`src/src/mm4_pkg.sv`:
```
// mm4_pkg: item structs and microcode ROM for the 4x4 fixed-point matrix multiplier.
// Depends on nothing; used by src/matrix4_multiply.sv.
package mm4_pkg;

    // one input transfer: element write, optional multiply afterwards
    typedef struct packed {
        logic               operation;
        logic [3:0]         element_index;
        logic signed [31:0] element_value;
        logic               compute_after;
    } t_in_item;

    // one output transfer: product element
    typedef struct packed {
        logic [3:0]         result_index;
        logic signed [31:0] result_value;
        logic               result_last;
    } t_out_item;

    localparam int UC_AW = 2;
    typedef logic [UC_AW-1:0] t_uc_addr;

    localparam t_uc_addr UC_IDLE = 2'd0;
    localparam t_uc_addr UC_MAC  = 2'd1;
    localparam t_uc_addr UC_MACL = 2'd2;

    typedef enum logic [1:0] {
        COND_ALWAYS = 2'd0,
        COND_K_PEN  = 2'd1,
        COND_E_LAST = 2'd2
    } t_uc_cond;

    typedef struct packed {
        logic     issue;     // issue one operand pair read
        logic     last_k;    // tag: last term of the dot product
        logic     elem_adv;  // step to the next product element
        t_uc_cond cond;
        t_uc_addr taken;     // next step when cond holds
        t_uc_addr other;     // next step otherwise
    } t_uc_word;

    function automatic t_uc_word uc_rom(input t_uc_addr addr);
        t_uc_word w;
        w.issue    = 1'b0;
        w.last_k   = 1'b0;
        w.elem_adv = 1'b0;
        w.cond     = COND_ALWAYS;
        w.taken    = UC_IDLE;
        w.other    = UC_IDLE;
        case (addr)
            UC_MAC: begin
                w.issue = 1'b1;
                w.cond  = COND_K_PEN;
                w.taken = UC_MACL;
                w.other = UC_MAC;
            end
            UC_MACL: begin
                w.issue    = 1'b1;
                w.last_k   = 1'b1;
                w.elem_adv = 1'b1;
                w.cond     = COND_E_LAST;
                w.taken    = UC_IDLE;
                w.other    = UC_MAC;
            end
            default: begin
                w.cond  = COND_ALWAYS;
                w.taken = UC_IDLE;
            end
        endcase
        return w;
    endfunction

endpackage

```
`src/src/matrix4_multiply.sv`:
```
// matrix4_multiply: DIM x DIM signed fixed-point matrix product, microcoded sequencer.
// Depends on src/mm4_pkg.sv (item structs, microcode ROM).
//
// Channel   Direction  Handshake               Payload
// -------   ---------  ----------------------  ------------------------------------
// in        sink       i_in_valid / o_in_stall t_in_item: store one operand element
// out       source     o_out_valid/i_out_stall t_out_item: one product element
//
// Flow: an element write is one transfer per cycle while the sequencer is idle. A
// transfer with compute_after runs the microprogram, DIM^3 operand-pair reads (64 at
// DIM=4) from the two element memories, one a cycle unless an output stall freezes
// the sequencer; input is stalled until the microprogram is back at idle. Each
// product goes through the operand, product, accumulator and output registers.
// Reset (synchronous, active low) clears the sequencer and pipe valids; the element
// memories hold nothing meaningful until written.
// An output stall with a result waiting freezes the sequencer and the whole pipe.
module matrix4_multiply #(
    parameter int DIM        = 4,
    parameter int DATA_WIDTH = 32
) (
    input  logic               i_clk,
    input  logic               i_rst_n,
    input  logic               i_in_valid,
    output logic               o_in_stall,
    input  mm4_pkg::t_in_item  i_in,
    output logic               o_out_valid,
    input  logic               i_out_stall,
    output mm4_pkg::t_out_item o_out
);
    import mm4_pkg::*;

    localparam int CELLS  = DIM * DIM;
    localparam int ADDR_W = $clog2(CELLS);
    localparam int KW     = $clog2(DIM);
    localparam int FRAC   = DATA_WIDTH / 2;
    // sum of DIM full products
    localparam int ACC_W  = 2 * DATA_WIDTH + $clog2(DIM);

    // ---------------------------------------------------------------
    // Input transfer and element write
    // ---------------------------------------------------------------
    logic              in_xfer;
    logic [7:0]        idx_wide;
    logic [ADDR_W-1:0] wr_addr;
    logic              idx_ok;
    logic              wr_left;
    logic              wr_right;

    assign in_xfer  = i_in_valid && !o_in_stall;
    assign idx_wide = {4'd0, i_in.element_index};
    assign wr_addr  = idx_wide[ADDR_W-1:0];
    assign idx_ok   = idx_wide < 8'(CELLS);
    assign wr_left  = in_xfer && idx_ok && !i_in.operation;
    assign wr_right = in_xfer && idx_ok && i_in.operation;

    // ---------------------------------------------------------------
    // Sequencer: step counter, microcode word, loop counters
    // ---------------------------------------------------------------
    t_uc_addr          r_upc, n_upc;
    t_uc_word          uw;
    logic [KW-1:0]     r_k, r_i, r_j;
    logic [ADDR_W-1:0] r_e;
    logic              freeze;
    logic              adv;
    logic              cond_hit;
    logic              issue;

    assign uw         = uc_rom(r_upc);
    assign o_in_stall = (r_upc != UC_IDLE);
    assign freeze     = o_out_valid && i_out_stall;
    assign adv        = !freeze;
    assign issue      = uw.issue && adv;

    always_comb begin
        case (uw.cond)
            COND_ALWAYS: cond_hit = 1'b1;
            COND_K_PEN:  cond_hit = (r_k == KW'(DIM - 2));
            COND_E_LAST: cond_hit = (r_e == ADDR_W'(CELLS - 1));
            default:     cond_hit = 1'b1;
        endcase
    end

    always_comb begin
        n_upc = r_upc;
        if (in_xfer && i_in.compute_after) begin
            n_upc = UC_MAC;
        end else if (adv) begin
            n_upc = cond_hit ? uw.taken : uw.other;
        end
    end

    always_ff @(posedge i_clk) begin
        if (!i_rst_n) begin
            r_upc <= UC_IDLE;
            r_k   <= '0;
            r_i   <= '0;
            r_j   <= '0;
            r_e   <= '0;
        end else begin
            r_upc <= n_upc;
            if (in_xfer) begin
                r_k <= '0;
                r_i <= '0;
                r_j <= '0;
                r_e <= '0;
            end else if (issue) begin
                if (uw.elem_adv) begin
                    r_k <= '0;
                    r_e <= r_e + 1'b1;
                    if (r_i == KW'(DIM - 1)) begin
                        r_i <= '0;
                        r_j <= r_j + 1'b1;
                    end else begin
                        r_i <= r_i + 1'b1;
                    end
                end else begin
                    r_k <= r_k + 1'b1;
                end
            end
        end
    end

    // left[k*DIM+i], right[j*DIM+k]
    logic [ADDR_W-1:0] rd_left;
    logic [ADDR_W-1:0] rd_right;

    assign rd_left  = ADDR_W'(ADDR_W'(r_k) * ADDR_W'(DIM) + ADDR_W'(r_i));
    assign rd_right = ADDR_W'(ADDR_W'(r_j) * ADDR_W'(DIM) + ADDR_W'(r_k));

    // ---------------------------------------------------------------
    // Element memories, registered read
    // ---------------------------------------------------------------
    logic        [DATA_WIDTH-1:0] r_left_mem  [CELLS];
    logic        [DATA_WIDTH-1:0] r_right_mem [CELLS];
    logic signed [DATA_WIDTH-1:0] r_a;
    logic signed [DATA_WIDTH-1:0] r_b;

    always_ff @(posedge i_clk) begin
        if (wr_left) begin
            r_left_mem[wr_addr] <= i_in.element_value[DATA_WIDTH-1:0];
        end
        if (adv) begin
            r_a <= r_left_mem[rd_left];
        end
    end

    always_ff @(posedge i_clk) begin
        if (wr_right) begin
            r_right_mem[wr_addr] <= i_in.element_value[DATA_WIDTH-1:0];
        end
        if (adv) begin
            r_b <= r_right_mem[rd_right];
        end
    end

    // ---------------------------------------------------------------
    // Pipe: read -> multiply -> accumulate -> shift/saturate
    // ---------------------------------------------------------------
    logic                            r_p1_v, r_p1_first, r_p1_last;
    logic [ADDR_W-1:0]               r_p1_e;
    logic                            r_p2_v, r_p2_first, r_p2_last;
    logic [ADDR_W-1:0]               r_p2_e;
    logic signed [2*DATA_WIDTH-1:0]  r_prod;
    logic                            r_p3_v;
    logic [ADDR_W-1:0]               r_p3_e;
    logic signed [ACC_W-1:0]         r_acc;

    always_ff @(posedge i_clk) begin
        if (!i_rst_n) begin
            r_p1_v <= 1'b0;
            r_p2_v <= 1'b0;
            r_p3_v <= 1'b0;
        end else if (adv) begin
            r_p1_v <= issue;
            r_p2_v <= r_p1_v;
            r_p3_v <= r_p2_v && r_p2_last;
        end
    end

    always_ff @(posedge i_clk) begin
        if (adv) begin
            r_p1_first <= (r_k == '0);
            r_p1_last  <= uw.last_k;
            r_p1_e     <= r_e;
            r_p2_first <= r_p1_first;
            r_p2_last  <= r_p1_last;
            r_p2_e     <= r_p1_e;
            r_prod     <= r_a * r_b;
            r_p3_e     <= r_p2_e;
            if (r_p2_v) begin
                r_acc <= r_p2_first ? ACC_W'(r_prod) : r_acc + ACC_W'(r_prod);
            end
        end
    end

    // floor shift, then clamp to DATA_WIDTH signed
    logic signed [ACC_W-1:0]      shifted;
    logic [ACC_W-DATA_WIDTH:0]    top;
    logic [DATA_WIDTH-1:0]        sat;

    assign shifted = r_acc >>> FRAC;
    assign top     = shifted[ACC_W-1:DATA_WIDTH-1];

    always_comb begin
        if ((&top) || !(|top)) begin
            sat = shifted[DATA_WIDTH-1:0];
        end else if (top[ACC_W-DATA_WIDTH]) begin
            sat = {1'b1, {(DATA_WIDTH-1){1'b0}}};
        end else begin
            sat = {1'b0, {(DATA_WIDTH-1){1'b1}}};
        end
    end

    // output register
    always_ff @(posedge i_clk) begin
        if (!i_rst_n) begin
            o_out_valid <= 1'b0;
        end else if (adv) begin
            o_out_valid <= r_p3_v;
        end
    end

    always_ff @(posedge i_clk) begin
        if (adv && r_p3_v) begin
            o_out.result_index <= 4'(r_p3_e);
            o_out.result_value <= 32'(sat);
            o_out.result_last  <= (r_p3_e == ADDR_W'(CELLS - 1));
        end
    end

    // ---------------------------------------------------------------
    // Assertions
    // ---------------------------------------------------------------
    a_macl_k_last: assert property (@(posedge i_clk) disable iff (!i_rst_n)
        (r_upc == UC_MACL) |-> (r_k == KW'(DIM - 1)))
        else $error("closing step reached with k not at last term");

    a_start: assert property (@(posedge i_clk) disable iff (!i_rst_n)
        (in_xfer && i_in.compute_after) |=> (r_upc == UC_MAC && r_e == '0))
        else $error("multiply did not start from element zero");

    a_last_index: assert property (@(posedge i_clk) disable iff (!i_rst_n)
        (o_out_valid && o_out.result_last) |-> (o_out.result_index == 4'(CELLS - 1)))
        else $error("last marker on wrong element");

    a_freeze_hold: assert property (@(posedge i_clk) disable iff (!i_rst_n)
        (freeze && r_p3_v) |=> r_p3_v)
        else $error("finished sum lost during output stall");

endmodule

```
`config.mk`:
```
export PLATFORM = sky130hd
export DESIGN_NAME = matrix4_multiply
export DESIGN_NICKNAME = d
export VERILOG_FILES = /design/src/src/mm4_pkg.sv /design/src/src/matrix4_multiply.sv
export SDC_FILE = /design/constraint.sdc
export NUM_CORES = 2
export LEC_CHECK = 0
export BUFFER_PORTS_ARGS = -buffer_cell sky130_fd_sc_hd__buf_2
export CAP_MARGIN = 30
export CELL_PAD_IN_SITES_DETAIL_PLACEMENT = 2
export CELL_PAD_IN_SITES_GLOBAL_PLACEMENT = 2
export CORE_AREA = 3 3 375 470
export DETAILED_ROUTE_END_ITERATION = 8
export DIE_AREA = 0 0 378 473
export PLACE_DENSITY = 0.87
export SLEW_MARGIN = 30
export SYNTH_ARGS = -nofsm -noshare
export SYNTH_HDL_FRONTEND = slang
export SYNTH_SLANG_ARGS = --single-unit
```
`constraint.sdc`:
```
create_clock -name i_clk -period 17.2 [get_ports i_clk]
set_input_delay 5.16 -clock i_clk [delete_from_list [all_inputs] [get_ports i_clk]]
set_output_delay 5.16 -clock i_clk [all_outputs]
set_load 0.005 [all_outputs]
```
# Word level (Yosys, flattened, before mapping)
# Memory sizes are Yosys's and may differ from the RTL's. A register that Yosys moved wholly into a read port is not among the register bits.
# Index checks and enable logic that the tools add are counted.
dict set report totals {
  regBits 199
  ram_bits 1024
  elab_cells 87
  mem_count 2
}
dict set report classes {
  n_addsub 7
  order_cmp 1
  bitwise 2
  eq_ne 9
  n_mux 17
  mul 1
  reduce_logical 26
}
# memory words width read_ports rd_clocked_by_memory_dff write_ports line
set mem_list {}
lappend mem_list {r_left_mem 16 32 1 1 1 matrix4_multiply.sv:133} ;# logic [DATA_WIDTH-1:0] r_left_mem [CELLS];
lappend mem_list {r_right_mem 16 32 1 1 1 matrix4_multiply.sv:134} ;# logic [DATA_WIDTH-1:0] r_right_mem [CELLS];
# op count
set op_table {}
lappend op_table {{adder 66 x 64 -> 66 bit} 1}
lappend op_table {{two-way mux 66 bit} 1}
lappend op_table {{multiplier 32 x 32 -> 64 bit} 1}
lappend op_table {{two-way mux 32 bit} 2}
lappend op_table {{AND reduction 19 bit} 1}
lappend op_table {{OR reduction 19 bit} 1}
lappend op_table {{logical AND 1 bit} 9}
lappend op_table {{adder 4 x 2 -> 4 bit} 2}
lappend op_table {{equality test 2 bit (second input constant)} 4}
lappend op_table {{equality test 4 bit (second input constant)} 2}
lappend op_table {{two-way mux 1 bit} 8}
lappend op_table {{two-way mux 2 bit} 4}
lappend op_table {{one-hot mux 4 bit (2 select lines)} 1}
lappend op_table {{adder 2 x 1 -> 2 bit (second input constant)} 3}
lappend op_table {{logical NOT 1 bit} 6}
lappend op_table {{OR reduction 2 bit} 3}
lappend op_table {{< comparator 4 x 5 -> 1 bit (second input constant)} 1}
lappend op_table {{adder 4 x 1 -> 4 bit (second input constant)} 1}
lappend op_table {{equality test 2 x 1 -> 1 bit (second input constant)} 2}
lappend op_table {{AND reduction 2 bit} 2}
lappend op_table {{AND reduction 3 bit} 1}
lappend op_table {{logical NOT 2 bit} 1}
lappend op_table {{!= test 2 x 1 -> 1 bit (second input constant)} 1}
lappend op_table {{NOT 1 bit} 2}
lappend op_table {{3 further kinds} 3}

# Logic depth before layout (Yosys ltp)
dict set report depth {
  word_depth 7
  ltp_mapped 29
}

# Least setup slack after synthesis
# OpenSTA, ideal clock, no wires.
dict set report synth_path {
  path_type {input -> register}
  start {input port i_out_stall}
  end {register r_acc[0], enable pin}
  path_buffers 1
  path_slack_ps 6488
  setup_ps 553
  path_stages 4
  t_arrival_ps 10159
  required_ps 16647
  path_cell_list {and2_1 -> clkbuf_1 -> clkinv_1 -> and2_1}
}
dict set report synth_via {
  elab_chain_cells 3
}
# element line
set synth_rtl {}
lappend synth_rtl {{start: declaration} matrix4_multiply.sv:27} ;# input logic i_out_stall,
lappend synth_rtl {{logical AND 1 bit} matrix4_multiply.sv:70} ;# assign freeze = o_out_valid && i_out_stall;
lappend synth_rtl {{NOT 1 bit (no line)} n/a}
lappend synth_rtl {{AND reduction 2 bit (no line)} n/a}
lappend synth_rtl {{end signal: assignment} matrix4_multiply.sv:191} ;# r_acc <= r_p2_first ? ACC_W'(r_prod) : r_acc + ACC_W'(r_prod);
lappend synth_rtl {{end: declaration} matrix4_multiply.sv:166} ;# logic signed [ACC_W-1:0] r_acc;
# Every way passes these cells.
# A chain may end at the register's enable or synchronous reset.

# Final worst setup path
dict set report layout_path {
  start {register r_b[31] (read register of r_right_mem)}
  end {register r_prod[56], data pin}
}
dict set report layout_via {
  elab_chain_cells 1
}
# element line
set layout_rtl {}
lappend layout_rtl {{start: declaration} matrix4_multiply.sv:136} ;# logic signed [DATA_WIDTH-1:0] r_b;
lappend layout_rtl {{multiplier 32 x 32 -> 64 bit} matrix4_multiply.sv:188} ;# r_prod <= r_a * r_b;
lappend layout_rtl {{end signal: assignment} matrix4_multiply.sv:188}
lappend layout_rtl {{end: declaration} matrix4_multiply.sv:163} ;# logic signed [2*DATA_WIDTH-1:0] r_prod;
# Every way passes these cells.

==> flow_summary.toml <==
[synth]
syn_avg_cell_area_sq_um = 13.57
synth-seq-cells = 1287
syn-instance-count = 6464
synthArstFlopShare = 0
syn-num-nets = 7845
synth-seq-area-share = 0.4389
post_synth_num_cell_types = 85
synth_flop_cell = "sky130_fd_sc_hd__edfxtp_1"
yosysWarnings = 0
mappedNetlistArea_sq_mm = 0.08769
number_of_enable_flip_flop_cells_after_synthesis = 1271

[drt]
vias_per_cell = 7.095
route.antenna.remaining_nets = 0
detail_route.wirelength_um = 412000
drtPass1Iterations = 8
dr.first_iter.drc_count = 9321
wl_per_cell_um = 46.59
overall_via_count_from_detail_route = 62740
drc_errors = 0

[finish]
fill_cells = 15460
finish.cell_count_without_fillers = 8843
finalNetCount = 7843
layout.cells.most_common = "sky130_fd_sc_hd__edfxtp_1"
share_of_cells_above_drive_strength_1 = 0.1202
layout.cells.most_common_list = "sky130_fd_sc_hd__edfxtp_1 (1,271), sky130_fd_sc_hd__fa_1 (1,083), sky130_fd_sc_hd__inv_1 (998)"
area.growth.synth_to_final_pct = 8.787

[critical_path]
setup.worst_path.start_class = "register"
worstPathMaxFanout = 24
timing.critical_path.required_ns = 17.75
timing_worst_setup_path_type = "register to register"
crit_buf_inv = 5
slowest_stage = "sky130_fd_sc_hd__fa_1"
crit_top_cell = "sky130_fd_sc_hd__fa_1"
critical_path.max_stage_delay_ns = 0.99
critPathCaptureType = "register"
critical_path.top_delay_family = "adder cells"
cp_data_arrival_time_ns = 10.64
path_cells = "buf_4 > inv_1 > buf_4 > nor2_1 > fa_1 > fa_1 > fa_1 > inv_1 > fa_1 > fa_1 > fa_1 > fa_1 > fa_1 > inv_1 > ha_1 > nand4_1 > nor3_1 > nand2_1 > o31a_1 > a21oi_2 > a21boi_1 > o21ai_0 > a21oi_1 > xnor2_1"

[clocking]
worstSkewPairLatency_ns = 0.88
root_driver = "sky130_fd_sc_hd__clkbuf_16"
clk_transition_reported_paths_ns = 0.12
clock_tree_from_tritoncts = "yes"
cts_max_path_buffers = 3
clock_tree.htree_level_count = 4
tritoncts.num_buffers = 135
postCtsHoldBufs = 0
post_cts_resized = 0
clock_sinks = 1287
post-cts-setup-buffers = 0

[timing]
timing.setup.tns_ns = 0
post-route-worst-setup-slack_ns = 7.115
period_share = 0.5864
timing.clock.skew_ns = 0.07847
slew_viol_final = 0
least_margin_pin_slew_ns = 1.121
max_freq_ghz = 0.09915
rsz0062_at_grt = "no"
hold_viol_final = 0
max-slew-margin-rel = 0.2524
final_setup_vio_count = 0
fin_crit_ns = 10.09

[global_routing]
number_of_global_route_vias_before_repair = 69170
grt.total_usage = 0.4692
global_route_total_overflow = 0
grt_start_max_net_pins = 65
first_pass_grt_wire_length_um = 573100
antenna_found_initial = 49

[placement]
preCtsSetupSlack_ns = 8.151
post-place-cells = 8560
hpwl_um = 233800
place_congestion = 0.9000
place.port_buffers = 80

[hold_path]
hold_path.class = "register to register"

[die]
num_rows = 170
top_level_ports = 81
core-area_sq_mm = 0.1719
floorplan.initialDensity = 0.5103
die_w_um = 378
floorplan.die.height_um = 473
dieArea_sq_mm = 0.1788

[job]
maxCapViolations = 0

[run_status]
run_status = "completed"
-- path summary, 6_finish.rpt --
kind | from | end | slack [ns] | depth (start not counted)
setup reg to reg | r_b[31] | r_prod[56] | 7.11 | 24
hold reg to reg | r_p2_e[1] | r_p3_e[1] | 0.43 | 0
setup / recovery | r_b[31] | r_prod[56] | 7.11 | 24
hold / removal | r_p2_e[1] | r_p3_e[1] | 0.43 | 0
-- through the flow --
stage / util / cell area (sq um) / hold slack, ns
final: 0.5551 / 95400 / 0.4255
after global routing: 0.5546 / 95320 / 0.4221
after CTS: 0.5543 / 95270 / 0.4170
after detailed placement: 0.5282 / 90770 / 0.4124
after global placement: 0.5281 / 90760 / 0.4054
after floorplan: - / 87690 / 0.4003
-- flip-flops by register name, summed over array words and instances, names as in the netlist, 4 cells and up --
name / count
r_a: 32
r_prod: 64
r_e: 4
o_out: 37
r_left_mem: 512
r_p1_e: 4
r_b: 32
r_acc: 66
r_p3_e: 4
r_p2_e: 4
r_right_mem: 512
-- layer usage --
metal	vias to the layer above	track usage	part of all wire
met5	-	0.0002734	0.00047
met4	32	0.3752	0.10
met3	2378	0.1715	0.13
met2	6318	0.7274	0.46
met1	32340	0.5212	0.31
li1	21670	-	-
-- kinds of logic (layout without fill, tap and decap cells) --
family,after synthesis,after routing,share of synthesized area
AO/OA/AOI/OAI,532,532,0.03948
XOR/XNOR,134,134,0.01338
adder cells (fa/ha/maj),1339,1339,0.2838
buffers and inverters,1336,1442,0.05737
flip-flops,1287,1287,0.4389
multiplexers,326,326,0.08294
other,0,37,0
AND/OR/NAND/NOR,1510,1510,0.08419
-- area by class of cell --
cell class | instances | area [sq um] | area share
flip-flops and latches | 1287 | 38500 | 0.4036
repair buffers | 197 | 1314 | 0.01377
clock inverters | 83 | 974.7 | 0.01022
well taps | 2236 | 2798 | 0.02933
inverters | 1000 | 3759 | 0.03940
multi-input cells | 3841 | 44440 | 0.4658
diodes | 37 | 92.59 | 0.0009705
clock buffers | 162 | 3521 | 0.03691
-- Yosys cell counts (6+ instances only) --
library cell	count	area share
sky130_fd_sc_hd__o21a_1	14	0.0012
sky130_fd_sc_hd__or3_1	6	0.00043
sky130_fd_sc_hd__o21bai_1	23	0.0020
sky130_fd_sc_hd__nand4_1	33	0.0024
sky130_fd_sc_hd__a21oi_1	134	0.0076
sky130_fd_sc_hd__dfxtp_1	16	0.0037
sky130_fd_sc_hd__and3_1	7	0.00050
sky130_fd_sc_hd__o21ai_1	8	0.00046
sky130_fd_sc_hd__edfxtp_1	1271	0.44
sky130_fd_sc_hd__xnor2_1	86	0.0086
sky130_fd_sc_hd__mux4_2	320	0.082
sky130_fd_sc_hd__ha_1	256	0.037
sky130_fd_sc_hd__a21boi_0	8	0.00068
sky130_fd_sc_hd__fa_1	1083	0.25
sky130_fd_sc_hd__o31ai_1	11	0.00094
sky130_fd_sc_hd__o21ai_0	126	0.0072
sky130_fd_sc_hd__clkbuf_1	297	0.013
sky130_fd_sc_hd__inv_1	998	0.043
sky130_fd_sc_hd__and4_1	7	0.00070
sky130_fd_sc_hd__nand2b_1	28	0.0020
sky130_fd_sc_hd__nor3b_1	6	0.00051
sky130_fd_sc_hd__a31oi_1	16	0.0011
sky130_fd_sc_hd__o211ai_1	10	0.00086
sky130_fd_sc_hd__nor4_1	10	0.00071
sky130_fd_sc_hd__and2_1	513	0.037
sky130_fd_sc_hd__buf_2	9	0.00051
sky130_fd_sc_hd__xor2_1	48	0.0048
sky130_fd_sc_hd__a211oi_1	11	0.00094
sky130_fd_sc_hd__buf_1	26	0.0011
sky130_fd_sc_hd__nor2_1	146	0.0062
sky130_fd_sc_hd__nor2b_1	10	0.00071
sky130_fd_sc_hd__nand3_1	39	0.0022
sky130_fd_sc_hd__nor3_1	22	0.0013
sky130_fd_sc_hd__nand2_1	668	0.029
sky130_fd_sc_hd__a21o_1	108	0.0092
Power is not shown: default switching activity piles up to over one toggle a cycle in this logic, so the estimate is an artifact.
